$ cat src/design/ips_pkg.sv
// ----------------------------------------------------------------------------
// ips_pkg
// Shared types, constants and helpers for the intercept point solver.
// ----------------------------------------------------------------------------
package ips_pkg;

  localparam int COORD_BITS = 16;

  // divider: numerator, divisor, quotient and remainder widths
  localparam int DIV_NW  = 52;
  localparam int DIV_DW  = 36;
  localparam int DIV_QW  = 20;
  localparam int DIV_RW  = DIV_DW + DIV_QW;
  localparam int DIV_LAT = DIV_QW + 1;

  // square root: radicand width, working width, result bits
  localparam int SQ_W     = 34;
  localparam int SQ_RW    = 35;
  localparam int SQ_STEPS = 17;
  localparam int SQ_LAT   = SQ_STEPS + 1;

  localparam logic [2:0] CODE_STILL   = 3'd0;
  localparam logic [2:0] CODE_PROJ    = 3'd1;
  localparam logic [2:0] CODE_INSIDE  = 3'd2;
  localparam logic [2:0] CODE_CLAMP_A = 3'd3;
  localparam logic [2:0] CODE_CLAMP_B = 3'd4;
  localparam logic [2:0] CODE_PAR     = 3'd5;
  localparam logic [2:0] CODE_ZERO    = 3'd6;

  localparam logic [2:0] REG_SEG_A_X   = 3'd0;
  localparam logic [2:0] REG_SEG_A_Y   = 3'd1;
  localparam logic [2:0] REG_SEG_B_X   = 3'd2;
  localparam logic [2:0] REG_SEG_B_Y   = 3'd3;
  localparam logic [2:0] REG_SEG_VALID = 3'd4;
  localparam logic [2:0] REG_SPIN_EN   = 3'd5;
  localparam logic [2:0] REG_ARRIVE    = 3'd6;
  localparam logic [2:0] REG_MIN_SPEED = 3'd7;

  typedef logic signed [COORD_BITS-1:0] coord_t;

  localparam coord_t COORD_MAX = {1'b0, {(COORD_BITS-1){1'b1}}};
  localparam coord_t COORD_MIN = {1'b1, {(COORD_BITS-1){1'b0}}};

  typedef struct packed {
    coord_t      seg_a_x;
    coord_t      seg_a_y;
    coord_t      seg_b_x;
    coord_t      seg_b_y;
    logic        seg_valid;
    logic        spin_enable;
    logic [14:0] arrive_tolerance;
    logic [14:0] min_speed;
  } cfg_t;

  typedef struct packed {
    logic        valid;
    logic [2:0]  code;
    logic        neg_x;
    logic        neg_y;
    coord_t      off_x;
    coord_t      off_y;
    coord_t      fix_x;
    coord_t      fix_y;
    coord_t      ox;
    coord_t      oy;
    coord_t      px;
    coord_t      py;
    logic [31:0] s2;
  } side_t;

  typedef struct packed {
    side_t             side;
    logic [DIV_NW-1:0] n_x;
    logic [DIV_NW-1:0] n_y;
    logic [DIV_DW-1:0] d;
  } front_t;

  // offset plus signed rounded quotient, saturated to a coordinate
  function automatic coord_t sat_q(input coord_t off, input logic neg,
                                   input logic [DIV_QW-1:0] q, input logic ovf);
    logic signed [DIV_QW+1:0] qs;
    logic signed [DIV_QW+1:0] v;
    coord_t                   res;
    qs = $signed({2'b00, q});
    if (neg) qs = -qs;
    v = qs + (DIV_QW+2)'(off);
    if (ovf) res = neg ? COORD_MIN : COORD_MAX;
    else if (v > (DIV_QW+2)'(COORD_MAX)) res = COORD_MAX;
    else if (v < (DIV_QW+2)'(COORD_MIN)) res = COORD_MIN;
    else res = v[COORD_BITS-1:0];
    return res;
  endfunction

endpackage

$ cat src/design/ips_div.sv
// ----------------------------------------------------------------------------
// ips_div
// Pipelined restoring divider, one quotient bit per stage, with overflow flag.
// ----------------------------------------------------------------------------
module ips_div (
  input  logic                           clk,
  input  logic [ips_pkg::DIV_NW-1:0]     num,
  input  logic [ips_pkg::DIV_DW-1:0]     den,
  output logic [ips_pkg::DIV_QW-1:0]     quo,
  output logic                           ovf
);

  logic [ips_pkg::DIV_RW-1:0] rem_p [ips_pkg::DIV_QW];
  logic [ips_pkg::DIV_DW-1:0] den_p [ips_pkg::DIV_QW];
  logic [ips_pkg::DIV_QW-1:0] q_p   [ips_pkg::DIV_QW+1];
  logic                       ovf_p [ips_pkg::DIV_QW+1];

  always_ff @(posedge clk) begin
    rem_p[0] <= ips_pkg::DIV_RW'(num);
    den_p[0] <= den;
    q_p[0]   <= '0;
    // quotient would not fit in the quotient bits
    ovf_p[0] <= (ips_pkg::DIV_RW'(num) >=
                 (ips_pkg::DIV_RW'(den) << ips_pkg::DIV_QW));
  end

  for (genvar k = 1; k <= ips_pkg::DIV_QW; k++) begin : g_step
    logic [ips_pkg::DIV_RW-1:0] sub;
    logic                       fits;
    assign sub  = ips_pkg::DIV_RW'(den_p[k-1]) << (ips_pkg::DIV_QW - k);
    assign fits = (rem_p[k-1] >= sub);

    always_ff @(posedge clk) begin
      q_p[k]   <= {q_p[k-1][ips_pkg::DIV_QW-2:0], fits};
      ovf_p[k] <= ovf_p[k-1];
    end

    if (k < ips_pkg::DIV_QW) begin : g_rem
      always_ff @(posedge clk) begin
        rem_p[k] <= fits ? (rem_p[k-1] - sub) : rem_p[k-1];
        den_p[k] <= den_p[k-1];
      end
    end
  end

  assign quo = q_p[ips_pkg::DIV_QW];
  assign ovf = ovf_p[ips_pkg::DIV_QW];

endmodule

$ cat config.mk
export PLATFORM = sky130hd
export DESIGN_NAME = ips_div
export DESIGN_NICKNAME = d
export VERILOG_FILES = /design/src/design/ips_pkg.sv /design/src/design/ips_div.sv
export SDC_FILE = /design/constraint.sdc
export NUM_CORES = 2
export LEC_CHECK = 0
export BUFFER_PORTS_ARGS = -buffer_cell sky130_fd_sc_hd__buf_2
export CAP_MARGIN = 20
export CORE_AREA = 2 2 428 515
export DETAILED_ROUTE_END_ITERATION = 12
export DIE_AREA = 0 0 430 517
export SLEW_MARGIN = 20
export SYNTH_ARGS = -nofsm -noshare
export SYNTH_HDL_FRONTEND = slang
export SYNTH_SLANG_ARGS = --single-unit
$ cat constraint.sdc
create_clock -name clk -period 10.7 [get_ports clk]
set_input_delay 3.21 -clock clk [delete_from_list [all_inputs] [get_ports clk]]
set_output_delay 3.21 -clock clk [all_outputs]
set_load 0.05 [all_outputs]
==> run_results.csv <==
group,metric,value,unit
run_status,status,"complete, no violations",
logic_synthesis,synthCells,10598,
logic_synthesis,synthArstFlopShare,0,%
layout,final_area,105800,sq um
layout,utilization,48.62,%
logic_synthesis,netlist_area,95110,sq um
detailed_routing,drc,0,
detailed_routing,wl_per_cell,17.87,um
layout,n_fill_cell,20243,
timing,hold_viol_final,0,
detailed_routing,vias,73387,
detailed_routing,ant_nets,0,
place,dp_hpwl,194300,um
clock_network,post_cts_buffers,0,
worst_setup_path,cp_max_fo,2,
global_route,antenna_found_initial,1,
power,p_sw_share,38.90,%
power,seq_power_share,32.8,%
clock_network,path_clk_slew,60,ps
clock_network,clockBufferDepth,3,
timing,post-route-period-util,47.46,%
global_route,grt_max_degree,76,
detailed_routing,drt_pre_antenna_iters,6,
logic_synthesis,synth_top_cell_by_area,"dfxtp_1",
timing,rsz0062_at_grt,"false",
clock_network,cts_resized,0,
global_route,gr-usage-met2,44.59,%
clock_network,hold_buffers,0,
timing,worst_slew_pin_slew,1265,ps
logic_synthesis,synth.top_cell.area_share,43.51,%
worst_hold_path,hp-class,"reg2reg",
global_route,grt_busiest_layer,"met2",
logic_synthesis,ys_types,95,
global_route,grt_pass1_vias,75827,
worst_setup_path,required,11420,ps
clock_network,cts_buffers,214,
die,die_area,222300,sq um
logic_synthesis,ys_warn_count,0,
logic_synthesis,synth_flop_cell,"dfxtp_1",
job,drv_cap,0,
die,boundaryPins,110,
die,core_area,217600,sq um
power,max-vdd-ir-drop,0.1619,mV
power,p_total,33.64,mW
logic_synthesis,synthTopCellsByArea,"dfxtp_1 (44%), ha_1 (9.9%), a21oi_1 (5.2%)",
power,clock_power_share,22.4,%
global_route,grt_pass1_wl,383000,um
logic_synthesis,synth_fp_nets,11455,
logic_synthesis,ys_seq_area_share,43.51,%
detailed_routing,drt_wl_total,244100,um
place,port_buffers,109,
die,initial_utilization,43.71,%
die,num_rows,188,
worst_setup_path,crit_buf_inv,1,
timing,setup_tns,0,ps
layout,drive_above_1_share,6.947,%
worst_setup_path,path_delay_family,"compound AO/OA/AOI/OAI gates",
clock_network,cts_tree,"built",
timing,max_freq,0.1969,GHz
detailed_routing,drt-initial-drc-count,3567,
logic_synthesis,synth_edf_count,0,
clock_network,cts.sinks,2067,
power,internal-power,20.55,mW
global_route,grt_util_met3,2.439,%
timing,finalClockSkew,38.71,ps
layout,finalNetCount,11494,
power,power.switching,13.09,mW
timing,maxSlewHeadroom,14.50,%
power,p_per_area,318.0,nW/um^2
worst_setup_path,critical_path.max_stage_delay,400,ps
power,leakagePower,47.56,nW
worst_setup_path,end_kind,"flop",
place,gp_congestion,0.9743,
global_route,met1_usage,17.66,%
worst_setup_path,path_class,"in2reg",
worst_setup_path,worst_setup_path_start_kind,"input pin",
clock_network,worstSkewPairLatency,870,ps
power,power_frac_comb,44.8,%
logic_synthesis,synth-seq-cells,2067,
die,die_h,517,um
clock_network,cts-root-buf,"clkbuf_16",
global_route,grt_usage,21.44,%
global_route,overflow,0,
timing,slew_viol_final,0,
place,place_area,98400,sq um
worst_setup_path,cp.arrival,5800,ps
logic_synthesis,synth.avg_cell_area,8.974,sq um
timing,setup_violations,0,
die,die_w,430,um
timing,period_needed,5079,ps
detailed_routing,avgViaCountPerCell,5.372,
worst_setup_path,critPathMostFrequentCell,"a21o_1",
worst_setup_path,crit_chain,"buf_2 > ha_1 > a21o_1 > a21o_1 > a211oi_1 > o21bai_1 > a21o_1 > a221oi_1 > o31ai_1 > a221o_1 > a41oi_1 > a21oi_1",
layout,area_delta_synth_final,11.23,%
clock_network,cts_max_level,4,
worst_setup_path,crit_slowest_cell,"a221oi_1",
## layout make-up
cell class              instances  area (sq um)  area share [%]
clock buffers                 302          6217           5.877
clock inverters                88          1169           1.105
flip-flops and latches       2067         41380           39.12
multi-input cells            7232         48910           46.24
diodes                          1         2.502        0.002365
repair buffers                160         928.4          0.8776
inverters                     962          3612           3.415
well taps                    2850          3566           3.371
## cell usage after synthesis, types with 49 or more instances
| master | count |
|---|---|
| o21bai_1 | 94 |
| a21o_1 | 404 |
| clkbuf_1 | 267 |
| mux2_2 | 124 |
| a21oi_1 | 982 |
| and3_1 | 87 |
| or3_1 | 58 |
| nor4_1 | 116 |
| nor2b_1 | 96 |
| nand4_1 | 174 |
| nand2b_1 | 93 |
| o21a_1 | 77 |
| a211oi_1 | 90 |
| o21ai_0 | 675 |
| o31ai_1 | 58 |
| xor2_1 | 360 |
| ha_1 | 749 |
| xnor2_1 | 419 |
| nand2_1 | 806 |
| and2_1 | 49 |
| nor3_1 | 149 |
| dfxtp_1 | 2067 |
| inv_1 | 958 |
| nor2_1 | 720 |
| nand3_1 | 161 |
| a31oi_1 | 76 |
## layer usage
| layer | vias to the layer above | routed length [um] |
|---|---|---|
| met5 | - | 0 |
| met3 | 891 | 6575 |
| li1 | 36961 | - |
| met4 | 0 | 21220 |
| met1 | 33771 | 80670 |
| met2 | 1764 | 135600 |
## cells in the final DEF (no fill, tap or decap), types with 25 or more instances in the layout
cell type     n
ha_1        749
a21oi_1     979
xor2_1      360
dfxtp_1    2067
or3_1        58
nand3_1     161
or2_2        27
nor2_1      720
mux2_2      124
and2_1       49
o21bai_1     94
a21boi_0     38
clkbuf_16   215
a211o_1      25
a21o_1      403
a31oi_1      75
o211ai_1     48
clkbuf_1     36
clkbuf_8     51
nand4_1     174
buf_4        51
and4_1       28
or4_1        38
buf_2       109
clkinv_2     40
xnor2_1     419
nor3_1      149
o21a_1       77
and3_1       87
nand2b_1     93
o31ai_1      57
nor2b_1      96
o21ai_0     673
nand2_1     806
a211oi_1     90
nor4_1      108
inv_1       958
## sequential cells by signal, indices dropped and copies added, names as in the netlist
signal / cells
q_p: 210
rem_p: 1116
ovf_p: 21
den_p: 720
## kinds of logic (layout without fill, tap and decap cells)
logic type | after synthesis | in the layout | synth area share [%]
AO/OA/AOI/OAI | 2838 | 2838 | 18.36
AND/OR/NAND/NOR | 2710 | 2710 | 13.78
flip-flops | 2067 | 2067 | 43.51
buffers and inverters | 1299 | 1512 | 5.269
XOR/XNOR | 779 | 779 | 7.174
adder cells (fa/ha/maj) | 768 | 768 | 10.25
multiplexers | 137 | 137 | 1.652
other | 0 | 1 | 0
## worst paths after layout
check,depth (start not counted),to,start,slack (ps)
setup / recovery,12,ovf_p[0],num[25],5620
hold / removal,0,q_p[2][1],q_p[1][140],310
setup reg to reg,12,rem_p[1][165],den_p[1][69],5990
hold reg to reg,0,q_p[2][1],q_p[1][140],310
## metrics by stage
| stage | hold slack [ps] | setup slack (ps) | instances |
|---|---|---|---|
| 2_1_floorplan | 309.6 | 5346 | 10598 |
| 3_3_place_gp | 310.8 | 4541 | 13271 |
| 3_5_place_dp | 312.1 | 4592 | 13271 |
| 4_1_cts | 306.8 | 5526 | 13661 |
| 5_1_grt | 313.6 | 5391 | 13662 |
| 6_report | 310.2 | 5621 | 13662 |
## power by group through the flow
stage | registers (mW) | clock network, mW | logic (mW)
after floorplan | 10.8 | 0 | 11.4
after global placement | 11.2 | 0 | 14.6
after detailed placement | 11.2 | 0 | 14.8
after CTS | 11.0 | 7.77 | 14.9
after global routing | 11.3 | 8.07 | 16.6
final | 11.0 | 7.54 | 15.1
Power figures use the tool's default switching activity.
