$ cat config.mk
export PLATFORM = sky130hd
export DESIGN_NAME = ips_sqrt
export DESIGN_NICKNAME = d
export VERILOG_FILES = /design/src/design/ips_pkg.sv /design/src/design/ips_sqrt.sv
export SDC_FILE = /design/constraint.sdc
export NUM_CORES = 1
export LEC_CHECK = 0
export ABC_AREA = 1
export BUFFER_PORTS_ARGS = -buffer_cell sky130_fd_sc_hd__clkbuf_2
export CAP_MARGIN = 0
export CORE_MARGIN = 5
export CORE_UTILIZATION = 40
export CTS_CLUSTER_DIAMETER = 200
export DETAILED_ROUTE_END_ITERATION = 16
export SLEW_MARGIN = 20
export SYNTH_ARGS = -nofsm -noshare
export SYNTH_HDL_FRONTEND = slang
export SYNTH_SLANG_ARGS = --single-unit
$ cat constraint.sdc
create_clock -name clk -period 2.25 [get_ports clk]
set_input_delay 0 -clock clk [delete_from_list [all_inputs] [get_ports clk]]
set_output_delay 0 -clock clk [all_outputs]
set_load 0.01 [all_outputs]
$ cat src/design/ips_pkg.sv
// ----------------------------------------------------------------------------
// ips_pkg
// Shared types, constants and helpers for the intercept point solver.
// ----------------------------------------------------------------------------
package ips_pkg;

  localparam int COORD_BITS = 16;

  // divider: numerator, divisor, quotient and remainder widths
  localparam int DIV_NW  = 52;
  localparam int DIV_DW  = 36;
  localparam int DIV_QW  = 20;
  localparam int DIV_RW  = DIV_DW + DIV_QW;
  localparam int DIV_LAT = DIV_QW + 1;

  // square root: radicand width, working width, result bits
  localparam int SQ_W     = 34;
  localparam int SQ_RW    = 35;
  localparam int SQ_STEPS = 17;
  localparam int SQ_LAT   = SQ_STEPS + 1;

  localparam logic [2:0] CODE_STILL   = 3'd0;
  localparam logic [2:0] CODE_PROJ    = 3'd1;
  localparam logic [2:0] CODE_INSIDE  = 3'd2;
  localparam logic [2:0] CODE_CLAMP_A = 3'd3;
  localparam logic [2:0] CODE_CLAMP_B = 3'd4;
  localparam logic [2:0] CODE_PAR     = 3'd5;
  localparam logic [2:0] CODE_ZERO    = 3'd6;

  localparam logic [2:0] REG_SEG_A_X   = 3'd0;
  localparam logic [2:0] REG_SEG_A_Y   = 3'd1;
  localparam logic [2:0] REG_SEG_B_X   = 3'd2;
  localparam logic [2:0] REG_SEG_B_Y   = 3'd3;
  localparam logic [2:0] REG_SEG_VALID = 3'd4;
  localparam logic [2:0] REG_SPIN_EN   = 3'd5;
  localparam logic [2:0] REG_ARRIVE    = 3'd6;
  localparam logic [2:0] REG_MIN_SPEED = 3'd7;

  typedef logic signed [COORD_BITS-1:0] coord_t;

  localparam coord_t COORD_MAX = {1'b0, {(COORD_BITS-1){1'b1}}};
  localparam coord_t COORD_MIN = {1'b1, {(COORD_BITS-1){1'b0}}};

  typedef struct packed {
    coord_t      seg_a_x;
    coord_t      seg_a_y;
    coord_t      seg_b_x;
    coord_t      seg_b_y;
    logic        seg_valid;
    logic        spin_enable;
    logic [14:0] arrive_tolerance;
    logic [14:0] min_speed;
  } cfg_t;

  typedef struct packed {
    logic        valid;
    logic [2:0]  code;
    logic        neg_x;
    logic        neg_y;
    coord_t      off_x;
    coord_t      off_y;
    coord_t      fix_x;
    coord_t      fix_y;
    coord_t      ox;
    coord_t      oy;
    coord_t      px;
    coord_t      py;
    logic [31:0] s2;
  } side_t;

  typedef struct packed {
    side_t             side;
    logic [DIV_NW-1:0] n_x;
    logic [DIV_NW-1:0] n_y;
    logic [DIV_DW-1:0] d;
  } front_t;

  // offset plus signed rounded quotient, saturated to a coordinate
  function automatic coord_t sat_q(input coord_t off, input logic neg,
                                   input logic [DIV_QW-1:0] q, input logic ovf);
    logic signed [DIV_QW+1:0] qs;
    logic signed [DIV_QW+1:0] v;
    coord_t                   res;
    qs = $signed({2'b00, q});
    if (neg) qs = -qs;
    v = qs + (DIV_QW+2)'(off);
    if (ovf) res = neg ? COORD_MIN : COORD_MAX;
    else if (v > (DIV_QW+2)'(COORD_MAX)) res = COORD_MAX;
    else if (v < (DIV_QW+2)'(COORD_MIN)) res = COORD_MIN;
    else res = v[COORD_BITS-1:0];
    return res;
  endfunction

endpackage

$ cat src/design/ips_sqrt.sv
// ----------------------------------------------------------------------------
// ips_sqrt
// Pipelined integer square root (floor), one result bit per stage.
// ----------------------------------------------------------------------------
module ips_sqrt (
  input  logic                          clk,
  input  logic [ips_pkg::SQ_W-1:0]      radicand,
  output logic [ips_pkg::SQ_STEPS-1:0]  root
);

  logic [ips_pkg::SQ_RW-1:0] x_p [ips_pkg::SQ_STEPS];
  logic [ips_pkg::SQ_RW-1:0] r_p [ips_pkg::SQ_STEPS+1];

  always_ff @(posedge clk) begin
    x_p[0] <= ips_pkg::SQ_RW'(radicand);
    r_p[0] <= '0;
  end

  for (genvar k = 1; k <= ips_pkg::SQ_STEPS; k++) begin : g_step
    logic [ips_pkg::SQ_RW-1:0] bitv;
    logic [ips_pkg::SQ_RW-1:0] trial;
    logic                      fits;
    assign bitv  = ips_pkg::SQ_RW'(1) << (2 * (ips_pkg::SQ_STEPS - k));
    assign trial = r_p[k-1] + bitv;
    assign fits  = (x_p[k-1] >= trial);

    always_ff @(posedge clk) begin
      r_p[k] <= fits ? ((r_p[k-1] >> 1) + bitv) : (r_p[k-1] >> 1);
    end

    if (k < ips_pkg::SQ_STEPS) begin : g_rem
      always_ff @(posedge clk) begin
        x_p[k] <= fits ? (x_p[k-1] - trial) : x_p[k-1];
      end
    end
  end

  assign root = r_p[ips_pkg::SQ_STEPS][ips_pkg::SQ_STEPS-1:0];

endmodule

==> run metrics, run 1 <==
fmax=462 MHz; Detail Placement HPWL=70400 um; leakage power=20.3 nW; Vias/cell=4.75; metal1 wirelength=41200 um; outcome=finished clean; design area=0.0396 mm2; die area=0.0878 mm2; mux cell area share after synthesis=0; CTS tree=yes; Total Wirelength=89100 um; post-synthesis sequential area ratio=0.456; Post-Synthesis Cells=4411; Final min period=2.17 ns; CP startpoint kind=flop; worst IR drop on VDD=0.979 mV; die span in x=296 um; layout overhead on the synthesized area=20.8%; vias in the first global route=27142; GRT Util Overall=0.201; gpl congestion=0.929; Slew Limit Fails=0; chip height=296 um; EDFF count, synth=0; YS warnings=0; DRC errors left=0; Top Layer Used=met4; Layout Nets=4979; crit path DAT=2.73 ns; power density cells=1250 mW/mm2; prevailing post-synth register cell=dfxtp_1; setup clock skew after layout=0.0346 ns; Seq. cell area=0.0150 mm2; largest family of logic cells by synthesized area=simple AND/OR/NAND/NOR gates; Avg Inst Size Synth=7.43 um2; Final Setup Violations=0; num rows=105; grt ovf=0; CP max FO=11; Slew HR=0.639; final hold violation count=0; CTS root buffer=clkbuf_16; multi-input combinational cell area=0.0153 mm2; initial drt markers=1832; top cells by area, synth=dfxtp_1 46%, nand2_1 15%, inv_1 7.8%; Core Area=0.0817 mm2; Antenna diodes=0; maxcap violations=0; post-synthesis async set-or-reset flop share=0; xor and xnor area share after synthesis=0.0385; RSZ-0062 raised after global routing=yes; Post-DP Area=0.0354 mm2; Worst-path clk slew=0.06 ns; post-synthesis compound-gate area fraction=0.0541; largest net degree at the start of global routing=22; Worst Hold Class=reg2reg; first-pass GRT wire length=142000 um; Longest Clk Path Bufs=3; top cell type's share of synthesized area=0.456; Critical Path RT=2.82 ns; Final Util=0.485; initial core utilization=0.401; Pre-Repair DR Iteration Count=9; input/output buffers=51; DRT antenna net count=0; Synth Cell Area=0.0328 mm2; via count=28086; Crit. End Element=flop; Worst-Margin Slew=0.536 ns; routed wl met3=3650 um; final cycle utilization of the critical path=0.962; met2 WL post-DR=42000 um; I/O pin total=52; share of post-route cells with drive strength above 1=0.111; synthesized-area fraction occupied by adder cells=0.0633; CTS buffer count=80; Cell variety after synth=52; Tot Pwr=49.5 mW; Clock Sinks=747; CTS HTree Levels=3; initial antenna violation count=0; per-cell routed wire length=15.1 um; CP Class=reg2reg; leading area contributor after synthesis=dfxtp_1; post-synthesis simple-gate area fraction=0.300; Clock Latency Late Sink=0.64 ns; Post-Syn Nets=4612; Synth Register Bits=747; fill cell count=8051
[stage by stage]
| stage | hold WS, ns | setup slack [ns] | setup TNS, ns | cells |
|---|---|---|---|---|
| 2_1_floorplan | 0.0277 | 0.385 | 0 | 4411 |
| 3_3_place_gp | 0.103 | -0.103 | -4.25 | 5673 |
| 3_5_place_dp | 0.104 | -0.177 | -7.89 | 5673 |
| 4_1_cts | 0.325 | 0.0205 | 0 | 5898 |
| 5_1_grt | 0.332 | -0.0456 | -0.149 | 5915 |
| 6_report | 0.326 | 0.0847 | 0 | 5915 |
[final cells by class]
type / instances / area share
Tap cell: 1070 / 0.0338
Clock inverter: 45 / 0.0166
Sequential cell: 747 / 0.378
Multi-Input combinational cell: 2949 / 0.386
Inverter: 686 / 0.0650
Timing Repair Buffer: 314 / 0.0652
Clock buffer: 104 / 0.0559
[per-layer routing]
metal  global-route usage  up-vias
met5                    0        -
met4               0.0561        0
met3               0.0278      144
met2                0.344      591
met1                0.266    12763
li1                     -    14588
[where the power goes]
group | switching (mW) | internal, mW | leakage, nW | total [mW]
Sequential | 2.56 | 16.3 | 6.26 | 18.9
Clock | 5.68 | 8.14 | 1.36 | 13.8
Combinational | 10.4 | 6.37 | 12.6 | 16.8
[final timing paths]
| kind | from | slack [ns] | depth (start not counted) | end |
|---|---|---|---|---|
| min reg2reg | x_p[0][23] | 0.33 | 0 | x_p[1][23] |
| max | r_p[11][18] | 0.08 | 12 | x_p[12][18] |
| max reg2reg | r_p[11][18] | 0.08 | 12 | x_p[12][18] |
| min | x_p[0][23] | 0.33 | 0 | x_p[1][23] |
[cell families after synthesis]
group                      count (synthesis)
other                                      1
buffers and inverters                    721
DFF                                      747
and+or+nand+nor                         2305
adders and majority gates                166
AOI/OAI and AO/OA                        327
xor gates and xnor gates                 144
[synthesized netlist by cell type (4+ instances only)]
cell type	count
nand2_1	1312
dfxtp_1	747
inv_1	678
nor2_1	426
nand3_1	257
a21oi_1	193
ha_1	166
nand4_1	102
xor2_1	102
o21ai_0	89
nor3_1	66
xnor2_1	42
nor4_1	30
nand3b_1	27
nand2_2	21
buf_6	19
nor2_2	17
o21bai_1	11
buf_4	10
or2_2	8
inv_2	7
o21ai_1	7
nor3_2	6
nor2b_1	5
o21a_1	5
a21oi_2	4
and2_1	4
buf_2	4
nand3_2	4
o21ai_2	4
[cell usage in the layout (no fill, tap or decap), types with 5 or more instances in the layout]
cell and count:
nand3_1 252, clkbuf_1 12, a21oi_2 17, clkbuf_16 81, clkinvlp_4 11, clkbuf_2 51, buf_4 181, nand4_1 102
nor3_2 7, nor2b_1 5, o21ai_1 8, inv_1 677, nand2_2 31, clkbuf_8 12, dlygate4sd3_1 68, nor3_1 65
nor2_4 9, nor2_2 32, clkinv_16 6, inv_2 8, nor2_1 409, nand2_1 1301, or2_2 8, nand3_2 7
o21a_1 5, buf_12 13, nor4_1 30, o21ai_0 88, o21bai_1 11, ha_1 159, bufinv_16 9, xnor2_1 42
xor2_1 102, clkinv_2 11, dfxtp_1 743, nand3b_1 27, clkinv_4 7, a21oi_1 180
[sequential cells by signal, summed over array words and instances, names as in the netlist]
register  flops
r_p         153
x_p         594
[worst max-delay path: stages (launching register included)]
cell and delay, ns:
dfxtp_1 0.36, inv_1 0.06, ha_1 0.35, nand2_1 0.17
inv_1 0.06, a21oi_1 0.27, nand3_2 0.17, nand2_2 0.12
inv_1 0.07, nor2_4 0.13, buf_4 0.21, nand2_1 0.07
nand2_1 0.07
[repair_timing]
item                                   CTS  global route
buffers inserted                         5            13
endpoints found under the hold margin   34             0
resized for setup                       11            64
hold buffers                            68             0
setup endpoints to repair              113           166
cloned                                   3             4
pin swaps                                5            16
(Power assumes the default switching activity.)
==> inputs of run 2 (changes only) <==
Settings changed: MAX_ROUTING_LAYER from default to met4, REMOVE_ABC_BUFFERS from default to 1.
==> run metrics, run 2 (same netlist as run 1, synthesis figures left out) <==
CTS root buffer=clkbuf_16; Longest Clk Path Bufs=3; via count=27750; crit path DAT=2.73 ns; initial core utilization=0.401; initial drt markers=1642; Reg-to-Reg End=x_p[13][12]; setup clock skew after layout=0.0269 ns; Final min period=2.18 ns; Pre-Repair DR Iteration Count=5; Gate power share=0.340; worst reg-to-reg setup slack=0.07 ns; Reg2Reg Depth=10; fmax=458 MHz; Clock Sinks=747; CTS buffer count=77; fill cell count=8175; Setup TNS Final=0 ns; per-cell routed wire length=15.0 um; Layout Nets=4925; maxcap violations=0; layout overhead on the synthesized area=19.2%; Core Area=0.0817 mm2; Worst-path clk slew=0.06 ns; num rows=105; leakage power=20.0 nW; Critical Path RT=2.79 ns; Layout Cells excl Fill=5858; Top Registers=x_p: 594 flops, r_p: 153 flops; final hold violation count=0; Total Wirelength=87800 um; GRT Util Overall=0.202; most frequent cells in the layout=1295 x nand2_1, 737 x dfxtp_1, 678 x inv_1; chip height=296 um; Slew HR=0.524; sequential power share=0.388; most common cell after layout, fill and taps aside=nand2_1; share of post-route cells with drive strength above 1=0.101; CP Class=reg2reg; Worst Hold Class=reg2reg; Reg with most FFs=x_p; number of flip-flops in the largest register=594; hold depth=0; CTS tree=yes; DRT antenna net count=0; Cells after DPL=5631; vias in the first global route=26319; Clock Power Share=0.272; die span in x=296 um; grt ovf=0; worst IR drop on VDD=0.648 mV; WHS=0.323 ns; Detail Placement HPWL=70200 um; origin of the worst setup path=r_p[12][20]; worst setup path endpoint=x_p[13][12]; Antenna diodes=0; outcome=finished clean; initial antenna violation count=0; Vias/cell=4.74; largest net degree at the start of global routing=29; DRC errors left=0; worst setup margin=0.0652 ns; CP max FO=7; Clock Latency Late Sink=0.63 ns; Crit. End Element=flop; Slew Limit Fails=0; post-place setup slack=-0.116 ns; CTS HTree Levels=3; gpl congestion=0.951; I/O pin total=52; Final Setup Violations=0; design area=0.0391 mm2; Post-DP Area=0.0351 mm2; die area=0.0878 mm2; sw frac=0.379; Int Pwr=30.3 mW; final cycle utilization of the critical path=0.971; input/output buffers=51; first-pass GRT wire length=138000 um; P_sw=18.5 mW; power density cells=1250 mW/mm2; Worst R2R Start=r_p[12][20]; Worst-Margin Slew=0.706 ns; CP startpoint kind=flop
## run 2: cell count changes in the layout (fill, tap and decap cells not counted), sizes merged
cell	previous run	this run
clkinvlp	11	2
inv	686	693
nor2	450	448
buf	194	145
clkbuf	156	160
bufinv	9	6
nand2	1335	1334
clkinv	25	21
## run 2: per-stage QoR
| stage | util | power (mW) |
|---|---|---|
| after floorplan | - | 29.7 |
| after global placement | 0.430 | 35.0 |
| after detailed placement | 0.430 | 35.1 |
| after CTS | 0.472 | 48.6 |
| after global routing | 0.478 | 52.3 |
| final | 0.478 | 48.7 |
## run 2: area by class of cell
cell class / count / area (um2) / share of cell area
clock inverter: 36 / 484 / 0.0124
timing repair buffer: 266 / 2190 / 0.0562
multi-input combinational: 2946 / 15300 / 0.392
clock buffer: 107 / 2210 / 0.0566
inverter: 686 / 2570 / 0.0659
tap: 1070 / 1340 / 0.0343
sequential: 747 / 15000 / 0.383
## run 2: worst max-delay path, cell delays in order (launching register included)
cell and delay, ns:
dfxtp_1 0.41, inv_1 0.07, ha_1 0.36, a21oi_2 0.18, o21ai_1 0.13, nor3_4 0.20
nand2_2 0.10, nor2_4 0.31, buf_12 0.17, nand2_1 0.06, o21ai_1 0.11
## run 2: power by group through the flow
stage	clock network (mW)	registers (mW)	logic, mW
2_1_floorplan	0	17.9	11.8
3_3_place_gp	0	19.2	15.9
3_5_place_dp	0	19.2	15.9
4_1_cts	13.6	18.9	16.1
5_1_grt	14.1	19.2	18.9
6_report	13.2	18.9	16.6
## run 2: timing repair
item	CTS	global route
hold buffers	68	0
gates cloned	2	4
setup endpoints to repair	64	144
buffers inserted	1	9
gates resized for setup	5	82
hold endpoints to repair	34	0
pin swaps	3	10
## run 2: worst min-delay path by stage
stage / to / slack (ns) / start
after floorplan: x_p[0][0] / 0.03 / radicand[0]
after global placement: x_p[0][33] / 0.10 / radicand[33]
after detailed placement: x_p[0][11] / 0.10 / radicand[11]
after CTS: x_p[1][12] / 0.32 / x_p[0][12]
after global routing: x_p[1][13] / 0.32 / x_p[0][13]
final: x_p[1][12] / 0.32 / x_p[0][12]
## run 2: layer usage
metal  track usage  wire length [um]  share of wire  up-vias
met5             -                 0              0        -
met4        0.0592              2490          0.028        0
met3        0.0246              3750          0.043      152
met2         0.342             41900           0.48      578
met1         0.255             39700           0.45    12544
li1              -                 -              -    14476
==> inputs of run 3 (changes only) <==
Settings changed: CORE_UTILIZATION 40 to 62, PLACE_DENSITY from default to 0.79.
==> run metrics, run 3 (same netlist as run 1, synthesis figures left out) <==
maxcap violations=0; Clock Power Share=0.263; Top Usage Layer GRT=met2; Top delay family on crit path=simple AND/OR/NAND/NOR gates; CP max FO=16; input/output buffers=51; power density cells=1280 mW/mm2; CTS root buffer=clkbuf_16; layout overhead on the synthesized area=18.8%; GRT Util Overall=0.337; per-cell routed wire length=17.5 um; leakage power=20.2 nW; Core Area=0.0524 mm2; sw frac=0.392; Final Util=0.742; largest net degree at the start of global routing=24; Layout Cells excl Fill=5518; Clock Sinks=747; Layout Nets=4972; sequential power share=0.381; DRC errors left=0; Longest Clk Path Bufs=3; Worst-Margin Slew=0.623 ns; gpl congestion=0.978; Final min period=2.25 ns; Detail Placement HPWL=69800 um; num rows=84; Vias/cell=5.40; Final Setup Violations=0; initial antenna violation count=2; worst-path cell chain=inv_1, ha_1, nand2_1, inv_1, nand2_1, nand3_1, nand2_2, nand3_2, buf_4, o21ai_0, inv_1; most frequent cells in the layout=1299 x nand2_1, 745 x dfxtp_1, 678 x inv_1; chip height=240 um; most common cell after layout, fill and taps aside=nand2_1; Pre-Repair DR Iteration Count=7; DRT antenna net count=0; P_sw=19.6 mW; Slew Limit Fails=0; die span in x=240 um; share of post-route cells with drive strength above 1=0.112; Cells after DPL=5299; Reg with most FFs=x_p; number of flip-flops in the largest register=594; vias in the first global route=28588; CTS HTree Levels=3; final hold violation count=0; die area=0.0576 mm2; Clock Latency Late Sink=0.66 ns; met3 Track Usage GR=0.0546; crit path DAT=2.78 ns; Worst Hold Class=reg2reg; Critical Path RT=2.78 ns; GRT met1 Usage=0.419; first-pass GRT wire length=150000 um; met2 usage in global routing=0.547; Crit. End Element=flop; CP most frequent cell=inv_1; Top Registers=x_p: 594 flops, r_p: 153 flops; CP startpoint kind=flop; CTS buffer count=75; initial core utilization=0.625; fmax=445 MHz; Buf+Inv Stages, Crit Path=4; CTS tree=yes; Slew HR=0.580; via count=29787; final cycle utilization of the critical path=1.00; setup clock skew after layout=0.0485 ns; Int Pwr=30.4 mW; I/O pin total=52; Gate power share=0.355; grt ovf=0; worst IR drop on VDD=1.08 mV; Total Wirelength=96700 um; CP Class=reg2reg; max incr delay on CP=0.41 ns; Worst-path clk slew=0.07 ns; Slowest-stage cell, CP=dfxtp_1; initial drt markers=2922; outcome=finished clean; WHS=0.325 ns
run 3: changes by cell type in the layout (fill, tap and decap cells not counted), sizes merged:
cell / delta
nor2: -2
clkbuf: -14
buf: +52
inv: -2
diode: +1
clkinvlp: +7
clkinv: -1
a21oi: +1
run 3: cell type report:
| cell class | count | area [um2] |
|---|---|---|
| Timing Repair Buffer | 316 | 2560 |
| Inverter | 686 | 2580 |
| Antenna cell | 1 | 2.50 |
| Tap cell | 688 | 861 |
| Fill cell | 4007 | 13500 |
| Sequential cell | 747 | 15000 |
| Clock inverter | 40 | 546 |
| Multi-Input combinational cell | 2945 | 15300 |
| Clock buffer | 95 | 2110 |
run 3: through the flow:
step / setup WS, ns / TNS [ns] / area, um2 / power (mW)
2_1_floorplan: 0.228 / 0 / 32500 / 29.7
3_3_place_gp: -0.0114 / -0.0568 / 35100 / 35.3
3_5_place_dp: -0.0239 / -0.146 / 35100 / 35.6
4_1_cts: 0.00195 / 0 / 38400 / 48.9
5_1_grt: -0.0407 / -0.128 / 38900 / 53.0
6_report: 0.000337 / 0 / 38900 / 50.0
run 3: what timing repair did:
action,CTS,global route
endpoints found under the setup margin,29,210
pin swaps,2,10
setup buffers,3,10
gates cloned,1,1
hold endpoints to repair,34,0
hold buffers,68,0
gates resized for setup,3,93
run 3: path summary, 6_finish.rpt:
check / depth (start not counted) / slack [ns] / startpoint / end
setup / recovery: 11 / 0.0003 / r_p[6][26] / x_p[7][30]
hold / removal: 0 / 0.32 / x_p[8][6] / x_p[9][6]
setup reg to reg: 11 / 0.0003 / r_p[6][26] / x_p[7][30]
hold reg to reg: 0 / 0.32 / x_p[8][6] / x_p[9][6]
run 3: power groups by stage:
stage	Sequential [mW]	Combinational, mW	Clock (mW)
6_report	19.1	17.8	13.2
3_5_place_dp	19.1	16.4	0
2_1_floorplan	17.9	11.8	0
3_3_place_gp	19.1	16.2	0
4_1_cts	18.9	16.8	13.2
5_1_grt	19.3	19.9	13.8
run 3: routing by layer:
layer	up-vias	share of wire
met2	1319	0.47
met1	13573	0.42
met4	0	0.048
li1	14569	-
met3	326	0.070
met5	-	0
